$ cat src/rtl/lre_pkg.sv
package lre_pkg;

    localparam int DENS_W  = 40;
    localparam int COEF_W  = 32;
    localparam int CUR_W   = 18;
    localparam int PWR_W   = 32;
    localparam int IDX_W   = 4;

    localparam logic [PWR_W-1:0] LRE_POWER_SCALE = 32'd65536;

    // Register indexes on the configuration channel
    localparam logic [IDX_W-1:0] REG_INJECTION    = 4'd0;
    localparam logic [IDX_W-1:0] REG_CARRIER_DEC  = 4'd1;
    localparam logic [IDX_W-1:0] REG_CARRIER_GAIN = 4'd2;
    localparam logic [IDX_W-1:0] REG_PHOTON_GAIN  = 4'd3;
    localparam logic [IDX_W-1:0] REG_TRANSPARENCY = 4'd4;
    localparam logic [IDX_W-1:0] REG_COMPRESSION  = 4'd5;
    localparam logic [IDX_W-1:0] REG_SPONTANEOUS  = 4'd6;
    localparam logic [IDX_W-1:0] REG_PHOTON_DEC   = 4'd7;

    // Multiply operations, in the order the sequencer runs them
    typedef enum logic [3:0] {
        OP_DEN, OP_GC, OP_GP, OP_XC, OP_XP,
        OP_INJ, OP_DEC, OP_SP, OP_LOSS, OP_PWR
    } t_op;

    typedef struct packed {
        logic [COEF_W-1:0] inj;
        logic [COEF_W-1:0] cdec;
        logic [COEF_W-1:0] cgain;
        logic [COEF_W-1:0] pgain;
        logic [DENS_W-1:0] ntr;
        logic [COEF_W-1:0] comp;
        logic [COEF_W-1:0] spon;
        logic [COEF_W-1:0] pdec;
    } t_cfg;

    typedef struct packed {
        logic load;
        logic mul_start;
        t_op  mul_op;
        logic div_start;
        logic update;
        logic emit;
    } t_cmd;

    typedef struct packed {
        logic mul_done;
        logic div_done;
    } t_sts;

endpackage

$ cat src/rtl/lre_ctrl.sv
module lre_ctrl (
    input  logic          i_clk,
    input  logic          i_rst_n,
    input  logic          i_in_valid,
    input  logic          i_out_busy,
    input  lre_pkg::t_sts i_sts,
    output logic          o_in_ready,
    output lre_pkg::t_cmd o_cmd
);
    import lre_pkg::*;

    typedef enum logic [6:0] {
        ST_IDLE     = 7'b0000001,
        ST_MUL_GO   = 7'b0000010,
        ST_MUL_WAIT = 7'b0000100,
        ST_DIV_GO   = 7'b0001000,
        ST_DIV_WAIT = 7'b0010000,
        ST_UPD      = 7'b0100000,
        ST_OUT      = 7'b1000000
    } t_state;

    t_state r_state, n_state;
    t_op    r_op, n_op;

    // Sequence one step: multiplies, division, update, power, transfer out
    always_comb begin
        n_state    = r_state;
        n_op       = r_op;
        o_in_ready = 1'b0;
        o_cmd      = '0;
        o_cmd.mul_op = r_op;
        case (r_state)
            ST_IDLE: begin
                o_in_ready = 1'b1;
                if (i_in_valid) begin
                    o_cmd.load = 1'b1;
                    n_op       = OP_DEN;
                    n_state    = ST_MUL_GO;
                end
            end
            ST_MUL_GO: begin
                o_cmd.mul_start = 1'b1;
                n_state         = ST_MUL_WAIT;
            end
            ST_MUL_WAIT: begin
                if (i_sts.mul_done) begin
                    case (r_op)
                        OP_DEN:  n_state = ST_DIV_GO;
                        OP_LOSS: n_state = ST_UPD;
                        OP_PWR:  n_state = ST_OUT;
                        default: begin
                            n_op    = t_op'(r_op + 4'd1);
                            n_state = ST_MUL_GO;
                        end
                    endcase
                end
            end
            ST_DIV_GO: begin
                o_cmd.div_start = 1'b1;
                n_state         = ST_DIV_WAIT;
            end
            ST_DIV_WAIT: begin
                if (i_sts.div_done) begin
                    n_op    = OP_GC;
                    n_state = ST_MUL_GO;
                end
            end
            ST_UPD: begin
                o_cmd.update = 1'b1;
                n_op         = OP_PWR;
                n_state      = ST_MUL_GO;
            end
            ST_OUT: begin
                if (!i_out_busy) begin
                    o_cmd.emit = 1'b1;
                    n_state    = ST_IDLE;
                end
            end
            default: n_state = ST_IDLE;
        endcase
    end

    always_ff @(posedge i_clk) begin
        if (!i_rst_n) begin
            r_state <= ST_IDLE;
            r_op    <= OP_DEN;
        end else begin
            r_state <= n_state;
            r_op    <= n_op;
        end
    end

endmodule

$ cat config.mk
export PLATFORM = sky130hd
export DESIGN_NAME = lre_ctrl
export DESIGN_NICKNAME = d
export VERILOG_FILES = /design/src/rtl/lre_pkg.sv /design/src/rtl/lre_ctrl.sv
export SDC_FILE = /design/constraint.sdc
export NUM_CORES = 1
export LEC_CHECK = 0
export ABC_AREA = 1
export BUFFER_PORTS_ARGS = -buffer_cell sky130_fd_sc_hd__buf_2
export CORE_MARGIN = 2
export CORE_UTILIZATION = 41
export CTS_CLUSTER_DIAMETER = 100
export DETAILED_ROUTE_END_ITERATION = 6
export MAX_ROUTING_LAYER = met4
export PLACE_DENSITY = 0.64
export SYNTH_ARGS = -nofsm -noshare
export SYNTH_HDL_FRONTEND = slang
export SYNTH_SLANG_ARGS = --single-unit
$ cat constraint.sdc
create_clock -name i_clk -period 2.55 [get_ports i_clk]
set_input_delay 0.3825 -clock i_clk [delete_from_list [all_inputs] [get_ports i_clk]]
set_output_delay 0.3825 -clock i_clk [all_outputs]
set_load 0.005 [all_outputs]
# Yosys cells after proc, flatten, opt, wreduce, memory -nomap -nowiden
# Cells that the tools add are included.
# Widths: inputs -> output; s select.
dict set report op_classes {
  muxes 19
  n_eq_ne 14
  addsub 1
  n_reduce_logical 5
}
# cell n
set op_table {}
lappend op_table {{$pmux 7 s7} 1}
lappend op_table {{$mux 7} 4}
lappend op_table {{$pmux 7 s3} 1}
lappend op_table {{$mux 4} 4}
lappend op_table {{$pmux 4 s4} 1}
lappend op_table {{$ne 2x2->1 const B} 5}
lappend op_table {{$eq 4x4->1 const B} 2}
lappend op_table {{$mux 1} 8}
lappend op_table {{$eq 7x1->1 const B} 1}
lappend op_table {{$eq 7x2->1 const B} 1}
lappend op_table {{$eq 7x3->1 const B} 1}
lappend op_table {{$eq 7x4->1 const B} 1}
lappend op_table {{$eq 7x5->1 const B} 1}
lappend op_table {{$eq 7x6->1 const B} 1}
lappend op_table {{$eq 7x7->1 const B} 1}
lappend op_table {{$reduce_and 5->1} 1}
lappend op_table {{$add 4x1->4 const B} 1}
lappend op_table {{$logic_not 4->1} 1}
lappend op_table {{$reduce_and 4->1} 1}
lappend op_table {{$reduce_bool 4->1} 1}
lappend op_table {{$reduce_or 3->1} 1}
dict set report totals {
  output_inout_bits 10
  word_cells 41
  ff_bits 11
}

# Logic depth before layout (Yosys ltp)
# Gate-level depths: netlist (run 1).
dict set report depth {
  word_depth 5
  ltp_mapped 10
  depth_no_buf 10
}

# Least setup slack after synthesis (run 1)
# OpenSTA, ideal clock, no wires.
dict set report synth_path {
  kind {register -> register}
  start {reg r_op[0]}
  end {reg r_op[0]}
  n_path_buf 0
  slack_ns 1.232
  arrival_time_ns 1.198
  setup_ns 0.120
  path_stages_with_launch 11
  path_cell_list {dfxtp_1 inv_1 ha_1 nand2_1 nand2_1 inv_1 nand2_1 nand3_2 nand2_1 nand2_1 a21oi_1}
}
dict set report synth_via {
  elab_chain_len 4
  elab_cells_between_ends 10
}
# item line_no
set synth_lines {}
lappend synth_lines {{from (decl)} lre_ctrl.sv:23} ;# t_op r_op, n_op;
lappend synth_lines {{from (signal assigned)} lre_ctrl.sv:89} ;# r_op <= n_op;
lappend synth_lines {{$add 4x1->4, or another cell as far along} lre_ctrl.sv:52} ;# n_op = t_op'(r_op + 4'd1);
lappend synth_lines {{$mux 4 / $reduce_or 3->1 (equally long branches)} n/a}
lappend synth_lines {{$mux 4 / $ne 2x2->1 (equally long branches)} n/a}
lappend synth_lines {{$pmux 4 s4 / $reduce_and 5->1 (equally long branches)} n/a}
# Parallel ways exist; a longest one is shown, timed or not. The select of a mux whose other input is x is not followed.
# A chain may end at the register's enable or synchronous reset.

==> results of run 1 <==
==> final cells by class <==
class,instances,area share
inverters,22,0.09244
repair buffers,15,0.08403
clock inverters,1,0.005602
multi-input cells,86,0.5112
clock buffers,3,0.02521
flip-flops and latches,11,0.2465
well taps,25,0.03501
==> per-stage QoR <==
| stage | hold slack [ns] | utilization | area, um^2 | power [mW] |
|---|---|---|---|---|
| global placement | 0.5260 | 0.4961 | 865.8 | 0.6545 |
| global route | 0.3871 | 0.5118 | 893.4 | 0.8665 |
| CTS | 0.3735 | 0.5118 | 893.4 | 0.7864 |
| finish | 0.3736 | 0.5118 | 893.4 | 0.7816 |
| detailed placement | 0.5287 | 0.4961 | 865.8 | 0.6595 |
| floorplan | 0.5032 | - | 770.7 | 0.5727 |
==> final timing paths <==
path | slack, ns | end | cells past startpoint
setup / recovery | 0.83 | o_cmd[8] | 6
hold / removal | 0.37 | r_op[3] | 3
setup reg to reg | 1.03 | r_op[0] | 9
hold reg to reg | 0.54 | r_op[1] | 2
==> routing by layer <==
metal | GRT usage | wire [um] | vias to the layer above
met5 | - | 0 | -
met4 | 0.1000 | 30 | 0
met3 | 0.03462 | 86 | 4
met2 | 0.3000 | 790 | 25
met1 | 0.2258 | 806 | 339
li1 | - | - | 417
==> cell usage after synthesis <==
| master | number | area, um^2 |
|---|---|---|
| nand4_1 | 7 | 43.79 |
| nor2_4 | 2 | 22.52 |
| inv_1 | 21 | 78.83 |
| dfxtp_1 | 11 | 220.2 |
| nand3_4 | 1 | 17.52 |
| nand2_2 | 3 | 18.77 |
| o21bai_1 | 1 | 7.510 |
| nor2_2 | 3 | 18.77 |
| nor2_1 | 20 | 75.07 |
| xnor2_1 | 1 | 8.760 |
| inv_2 | 1 | 3.750 |
| o21ai_0 | 2 | 10.01 |
| nand3_1 | 10 | 50.05 |
| nor3_1 | 2 | 10.01 |
| nand3_2 | 2 | 20.02 |
| buf_6 | 1 | 11.26 |
| a21oi_1 | 6 | 30.03 |
| ha_1 | 3 | 37.54 |
| nand2_1 | 23 | 86.33 |
==> cell families (layout without fill, tap and decap cells) <==
group,Yosys count,after routing,synth area share
AND/OR/NAND/NOR,73,73,0.4708
buffers and inverters,23,41,0.1218
flip-flops,11,11,0.2857
AO/OA/AOI/OAI,9,9,0.06169
adder cells (fa/ha/maj),3,3,0.04871
XOR/XNOR,1,1,0.01137
==> where the power goes <==
part	internal [mW]	switching [mW]	total, mW
logic	0.142	0.265	0.407
registers	0.208	0.0385	0.247
clock network	0.0582	0.0697	0.128
total	0.409	0.373	0.782
==> worst max-delay path: stages (launching register included) <==
cell and delay (ns):
dfxtp_1 0.33, inv_1 0.10, nand2_1 0.08, nor2_1 0.17, nand2_1 0.16, nor2_1 0.11, buf_2 0.12
==> flip-flops by register name (all words and copies together), names as in the netlist <==
name	flops
r_state	7
r_op	4
==> impl_metrics.env, run 1 <==
export IMPL_clock_tree_root_cell="clkbuf_4"
export IMPL_max_slew_violation_total_from_the_final_report=0
export IMPL_max_slew_margin=0.8205
export IMPL_grt_first_pass_wirelength_um=2801
export IMPL_num_vias=785
export IMPL_cts_sinks=11
export IMPL_hold_viol_final=0
export IMPL_io_buffers=15
export IMPL_largest_net_degree_at_the_start_of_global_routing=12
export IMPL_wirelength_um=1714
export IMPL_grt_overflow=0
export IMPL_regArea_um2=220.2
export IMPL_total_of_max_cap_violations=0
export IMPL_rsz0062_at_grt="no"
export IMPL_fin_ws_ns=0.8294
export IMPL_antenna_diode_count=0
export IMPL_die_footprint_mm2=0.002243
export IMPL_ctsHoldBuffers=0
export IMPL_worst_skew_pair_late_latency_ns=0.28
export IMPL_grtUsageTotal=0.1897
export IMPL_grt_antenna_before_repair=0
export IMPL_timing_fmax_mhz=581.2
export IMPL_path_max_fanout=4
export IMPL_design_final_nets=148
export IMPL_synthesized_area_per_cell_um2=6.423
export IMPL_clock_tree_from_tritoncts="yes"
export IMPL_cp_end_kind="primary output"
export IMPL_drive_gt1_frac=0.2246
export IMPL_final_setup_skew_ns=0.001248
export IMPL_die_y_um=47.36
export IMPL_placement_rows=15
export IMPL_place_detailed_instances=159
export IMPL_h_tree_depth=1
export IMPL_grt_pass1_vias=657
export IMPL_routed_wire_length_per_instance_um=10.52
export IMPL_setup_viol=0
export IMPL_worst_setup_path_startpoint="r_state[2]"
export IMPL_outcome="completed"
export IMPL_post_cts_resized_instances=0
export IMPL_dpl_hpwl_um=1317
export IMPL_coreArea_mm2=0.001745
export IMPL_final_weighted_congestion_in_routability_driven_placement=0.8898
export IMPL_leak_pwr_nw=0.4622
export IMPL_final_instance_count_excl_fill=163
export IMPL_synth_nets=129
export IMPL_postcts_setup_bufs=0
export IMPL_detailedRoute_firstPassIterationCount=4
export IMPL_floorplan_die_width_um=47.36
export IMPL_number_of_drc_markers_after_the_initial_detailed_route_iteration=8
export IMPL_most_common_layout_cells="23 x nand2_1, 21 x inv_1, 20 x nor2_1"
export IMPL_synth_cells=120
export IMPL_final_common_cell="nand2_1"
export IMPL_startpoint_type="register"
export IMPL_multi_input_area_um2=456.7
export IMPL_timing_critical_path_arrival_ns=1.34
export IMPL_synth_cell_area_um2=770.7
export IMPL_power_per_cell_area_mw_per_mm2=874.9
export IMPL_ys_warnings_count=0
export IMPL_antenna_violating_nets_post_route=0
export IMPL_tritoncts_num_buffers=3
export IMPL_fin_setup_tns_ns=0
export IMPL_timing_hold_worst_start="i_rst_n"
export IMPL_io_pins=16
export IMPL_criticalPathCategory="register to primary output"
export IMPL_synth_sequential_area_ratio=0.2857
export IMPL_place_worst_setup_slack_ns=1.075
export IMPL_yosys_register_bits=11
export IMPL_hold_path_class="input port to register"
export IMPL_worst_path_clk_slew_ns=0.08
export IMPL_areaGrowthSynthToFinish_pct=15.91
export IMPL_worstPathRequired_ns=2.17
export IMPL_worst_pin_slew_ns=0.2689
export IMPL_min_period_over_period=0.6747
export IMPL_remaining_drc_errors=0
export IMPL_fillerInstances=210
export IMPL_synth_lib_cells_used_distinct=19
export IMPL_worstReg2RegStart="r_op[0]"
export IMPL_tmin_final_ns=1.721
export IMPL_clock_path_buffers=2
export IMPL_route_detailed_vias_per_inst=4.816
export IMPL_peakVddDrop_mv=0.3960
export IMPL_initial_utilization=0.4416
No activity file was read; power rests on OpenSTA's default activity.
==> run 2: changes to the inputs <==
Clock period 2.55 ns to 1.74 ns, I/O delays scaled along.
==> run 2 against run 1 <==
  * Clock power grew 33%
  * Die area is the same
  * Sequential power grew 45%
  * Sequential share of layout area shrank 0.069 points
  * Largest cell class unchanged
==> impl_metrics.env, run 2 (synthesis results as in run 1) <==
export IMPL_outcome="completed"
export IMPL_peakVddDrop_mv=0.6571
export IMPL_worst_setup_path_startpoint="r_state[6]"
export IMPL_worst_pin_slew_ns=0.2663
export IMPL_clock_path_buffers=2
export IMPL_slowest_stage="dfxtp_1"
export IMPL_io_pins=16
export IMPL_detailedRoute_firstPassIterationCount=3
export IMPL_placement_rows=15
export IMPL_total_of_max_cap_violations=0
export IMPL_timing_critical_path_slowest_cell_delay_ns=0.31
export IMPL_fin_ws_ns=0.1740
export IMPL_wirelength_um=1651
export IMPL_clock_tree_from_tritoncts="yes"
export IMPL_min_period_over_period=0.9000
export IMPL_leak_pwr_nw=0.4626
export IMPL_cp_end_kind="primary output"
export IMPL_worstReg2RegStart="r_op[0]"
export IMPL_largest_register_ff_count=7
export IMPL_remaining_drc_errors=0
export IMPL_worstPathRequired_ns=1.48
export IMPL_cell_internal_pwr_uw=603.6
export IMPL_postcts_setup_bufs=0
export IMPL_final_setup_skew_ns=0.005588
export IMPL_most_common_layout_cells="23 x nand2_1, 21 x inv_1, 19 x nor2_1"
export IMPL_max_slew_margin=0.8222
export IMPL_grt_first_pass_wirelength_um=2732
export IMPL_clockPowerShare=0.151
export IMPL_die_footprint_mm2=0.002243
export IMPL_path_max_fanout=5
export IMPL_io_buffers=15
export IMPL_setup_viol=0
export IMPL_cts_sinks=11
export IMPL_h_tree_depth=1
export IMPL_reg_largest_list="r_state: 7 flops, r_op: 4 flops"
export IMPL_timing_critical_path_arrival_ns=1.31
export IMPL_criticalPathCategory="register to primary output"
export IMPL_antenna_diode_count=0
export IMPL_place_worst_setup_slack_ns=0.2498
export IMPL_floorplan_die_width_um=47.36
export IMPL_route_detailed_vias_per_inst=4.748
export IMPL_fillerInstances=204
export IMPL_timing_fmax_mhz=638.6
export IMPL_comb_power_share=0.531
export IMPL_biggest_register="r_state"
export IMPL_fin_setup_tns_ns=0
export IMPL_grt_antenna_before_repair=0
export IMPL_power_per_cell_area_mw_per_mm2=1261
export IMPL_drive_gt1_frac=0.2319
export IMPL_worst_path_clk_slew_ns=0.06
export IMPL_worst_skew_pair_late_latency_ns=0.27
export IMPL_grtUsageTotal=0.1830
export IMPL_num_vias=774
export IMPL_areaGrowthSynthToFinish_pct=16.23
export IMPL_ctsHoldBuffers=0
export IMPL_largest_net_degree_at_the_start_of_global_routing=12
export IMPL_final_common_cell="nand2_1"
export IMPL_rsz0062_at_grt="no"
export IMPL_grt_pass1_vias=667
export IMPL_p_sw_frac=0.4657
export IMPL_timing_hold_worst_start="i_rst_n"
export IMPL_critical_path_cell_chain="inv_1, nand2_2, nor2_4, nand2_1, nor2_1, buf_2"
export IMPL_final_weighted_congestion_in_routability_driven_placement=0.9112
export IMPL_grt_overflow=0
export IMPL_design_final_nets=148
export IMPL_startpoint_type="register"
export IMPL_tmin_final_ns=1.566
export IMPL_routed_wire_length_per_instance_um=10.13
export IMPL_clock_tree_root_cell="clkbuf_4"
export IMPL_initial_utilization=0.4416
export IMPL_hold_viol_final=0
export IMPL_antenna_violating_nets_post_route=0
export IMPL_hold_path_class="input port to register"
export IMPL_die_y_um=47.36
export IMPL_p_switching_uw=526.0
export IMPL_power_frac_seq=0.318
export IMPL_tritoncts_num_buffers=3
export IMPL_dpl_hpwl_um=1336
export IMPL_coreArea_mm2=0.001745
export IMPL_number_of_drc_markers_after_the_initial_detailed_route_iteration=2
export IMPL_holdWs_ns=0.2725
export IMPL_max_slew_violation_total_from_the_final_report=0
-- run 2: cell count changes in the layout (fill, tap and decap cells not counted) --
cell,before,now
nor2_1,20,19
nor2_2,3,4
-- run 2: final cells by class --
cell class / instances / area [um^2] / share of cell area
Clock inverter: 1 / 5.005 / 0.005587
Tap cell: 25 / 31.28 / 0.03492
Timing Repair Buffer: 15 / 75.07 / 0.08380
Inverter: 22 / 82.58 / 0.09218
Clock buffer: 3 / 22.52 / 0.02514
Multi-Input combinational cell: 86 / 459.2 / 0.5126
Sequential cell: 11 / 220.2 / 0.2458
-- run 2: worst paths after layout --
kind | to | slack [ns] | depth (start not counted)
worst max-delay path | o_cmd[8] | 0.17 | 6
worst min-delay path | r_op[3] | 0.27 | 3
worst max register to register | r_op[0] | 0.25 | 10
worst min register to register | r_state[5] | 0.54 | 2
-- run 2: per-layer routing --
layer,track usage,part of all wire
met1,0.2202,0.46
met3,0.02308,0.034
met5,-,0
met2,0.2676,0.47
met4,0.1500,0.041
-- run 2: power by group through the flow --
stage	clock network, mW	logic [mW]	registers [mW]
2_1_floorplan	0	0.484	0.355
3_3_place_gp	0	0.586	0.363
6_report	0.170	0.600	0.359
4_1_cts	0.176	0.598	0.360
3_5_place_dp	0	0.594	0.365
5_1_grt	0.190	0.682	0.366
-- run 2: what timing repair did --
| item | in CTS | in global routing |
|---|---|---|
| resized for setup | 0 | 1 |
| hold endpoints to repair | 0 | 0 |
| endpoints found under the setup margin | 0 | 1 |
-- run 2: through the flow --
| step | instance area (um^2) | cells | total power [mW] | utilization |
|---|---|---|---|---|
| 2_1_floorplan | 770.7 | 120 | 0.8393 | - |
| 3_3_place_gp | 865.8 | 159 | 0.9493 | 0.4961 |
| 3_5_place_dp | 865.8 | 159 | 0.9587 | 0.4961 |
| 4_1_cts | 893.4 | 163 | 1.134 | 0.5118 |
| 5_1_grt | 895.9 | 163 | 1.237 | 0.5133 |
| 6_report | 895.9 | 163 | 1.130 | 0.5133 |
-- run 2: critical path: cells and delay by family (launching register included) --
family	cells	cell delay, ns
DFF	1	0.31
and+or+nand+nor	4	0.49
buffers and inverters	2	0.23
==> run 3: changes to the inputs <==
Settings changed: BUFFER_PORTS_ARGS -buffer_cell sky130_fd_sc_hd__buf_2 to default, DONT_BUFFER_PORTS from default to 1, PLACE_DENSITY 0.64 to 0.56.
==> run 3 against run 2 <==
  * Power is 4.3% lower
  * Clock power increased by 3%
  * Via count down 7.2%
  * Critical path type unchanged
  * Clock skew is 0.00094 ns lower
  * Highest routed layer unchanged
  * Count of clock-buffer cells in the layout is the same
  * Flip-flop and latch count unchanged
  * Global-route usage down 1.4 points
  * Sequential share of layout area increased by 2.3 points
==> impl_metrics.env, run 3 (synthesis results as in run 1) <==
export IMPL_outcome="completed"
export IMPL_min_period_over_period=0.8621
export IMPL_grt_first_pass_wirelength_um=2504
export IMPL_max_slew_margin=0.8307
export IMPL_grt_antenna_before_repair=0
export IMPL_num_vias=718
export IMPL_power_per_cell_area_mw_per_mm2=1322
export IMPL_post_route_util=0.4688
export IMPL_detailedRoute_firstPassIterationCount=4
export IMPL_clock_tree_from_tritoncts="yes"
export IMPL_multi_input_area_um2=456.7
export IMPL_post_cts_resized_instances=0
export IMPL_timing_critical_path_slowest_cell_delay_ns=0.31
export IMPL_max_slew_violation_total_from_the_final_report=0
export IMPL_worstPathRequired_ns=1.48
export IMPL_io_buffers=0
export IMPL_most_common_layout_cells="23 x nand2_1, 21 x inv_1, 20 x nor2_1"
export IMPL_worst_skew_pair_late_latency_ns=0.27
export IMPL_startpoint_type="register"
export IMPL_h_tree_depth=1
export IMPL_criticalPathCategory="register to primary output"
export IMPL_cts_sinks=11
export IMPL_initial_utilization=0.4416
export IMPL_areaGrowthSynthToFinish_pct=6.169
export IMPL_final_common_cell="nand2_1"
export IMPL_slowest_stage="dfxtp_1"
export IMPL_fillerInstances=202
export IMPL_die_footprint_mm2=0.002243
export IMPL_ctsHoldBuffers=0
export IMPL_drive_gt1_frac=0.1301
export IMPL_antenna_violating_nets_post_route=0
export IMPL_largest_net_degree_at_the_start_of_global_routing=12
export IMPL_postcts_setup_bufs=0
export IMPL_total_of_max_cap_violations=0
export IMPL_clock_tree_root_cell="clkbuf_4"
export IMPL_timing_critical_path_arrival_ns=1.24
export IMPL_die_y_um=47.36
export IMPL_coreArea_mm2=0.001745
export IMPL_route_detailed_vias_per_inst=4.851
export IMPL_timing_fmax_mhz=666.6
export IMPL_leak_pwr_nw=0.3896
export IMPL_peakVddDrop_mv=0.6036
export IMPL_critical_path_cell_chain="inv_1, nand2_2, nor2_4, nand2_1, nor2_1"
export IMPL_floorplan_die_width_um=47.36
export IMPL_hold_viol_final=0
export IMPL_number_of_drc_markers_after_the_initial_detailed_route_iteration=18
export IMPL_grtUsageTotal=0.1688
export IMPL_hold_path_class="input port to register"
export IMPL_placement_rows=15
export IMPL_grt_pass1_vias=606
export IMPL_path_max_fanout=5
export IMPL_wirelength_um=1530
export IMPL_io_pins=16
export IMPL_critical_path_top_delay_family="simple AND/OR/NAND/NOR gates"
export IMPL_antenna_diode_count=0
export IMPL_reg_largest_list="r_state: 7 flops, r_op: 4 flops"
export IMPL_grt_overflow=0
export IMPL_biggest_register="r_state"
export IMPL_worst_path_clk_slew_ns=0.07
export IMPL_worst_pin_slew_ns=0.2536
export IMPL_rsz0062_at_grt="no"
export IMPL_cp_end_kind="primary output"
export IMPL_remaining_drc_errors=0
export IMPL_holdWs_ns=0.1181
export IMPL_routed_wire_length_per_instance_um=10.34
export IMPL_largest_register_ff_count=7
export IMPL_total_power_mw=1.082
export IMPL_clock_path_buffers=2
export IMPL_regArea_um2=220.2
export IMPL_design_final_nets=133
export IMPL_final_weighted_congestion_in_routability_driven_placement=0.8108
export IMPL_tmin_final_ns=1.500
export IMPL_setup_viol=0
export IMPL_tritoncts_num_buffers=3
export IMPL_final_setup_skew_ns=0.004647
export IMPL_critical_path_buf_inv_count=1
export IMPL_dpl_hpwl_um=1230
export IMPL_fin_setup_tns_ns=0
==> run 3: cell count changes in the layout (fill, tap and decap cells not counted) <==
| cell | delta |
|---|---|
| nor2_1 | +1 |
| buf_2 | -15 |
| nor2_2 | -1 |
==> run 3: metrics by stage <==
step | std cells | instance area [um^2] | worst slack [ns]
2_1_floorplan | 120 | 770.7 | 0.4225
3_3_place_gp | 144 | 790.8 | 0.3060
3_5_place_dp | 144 | 790.8 | 0.2555
4_1_cts | 148 | 818.3 | 0.2263
5_1_grt | 148 | 818.3 | 0.04467
6_report | 148 | 818.3 | 0.2399
==> run 3: final timing paths <==
kind	start	to	slack [ns]	depth (start not counted)
worst max register to register	r_op[0]	r_op[1]	0.27	10
worst min-delay path	i_rst_n	r_op[3]	0.12	2
worst min register to register	r_op[1]	r_op[1]	0.56	2
worst max-delay path	r_state[6]	o_cmd[8]	0.24	5
==> run 3: cell type report <==
cell class | count | area share
flip-flops and latches | 11 | 0.2691
well taps | 25 | 0.03823
clock buffers | 3 | 0.02752
multi-input cells | 86 | 0.5581
clock inverters | 1 | 0.006116
inverters | 22 | 0.1009
==> run 3: power breakdown <==
part | switching (mW) | leakage, nW | internal (mW)
clock network | 0.0904 | 0.0177 | 0.0851
logic | 0.374 | 0.282 | 0.172
registers | 0.0550 | 0.0896 | 0.305
total | 0.519 | 0.390 | 0.562
==> run 3: metal layers <==
metal / up-vias / part of all wire / track usage / wire [um]
met1: 312 / 0.50 / 0.2074 / 760
met2: 17 / 0.43 / 0.2378 / 656
met4: 0 / 0.027 / 0.1000 / 41
met3: 4 / 0.046 / 0.05385 / 71
li1: 385 / - / - / -
met5: - / 0 / - / 0
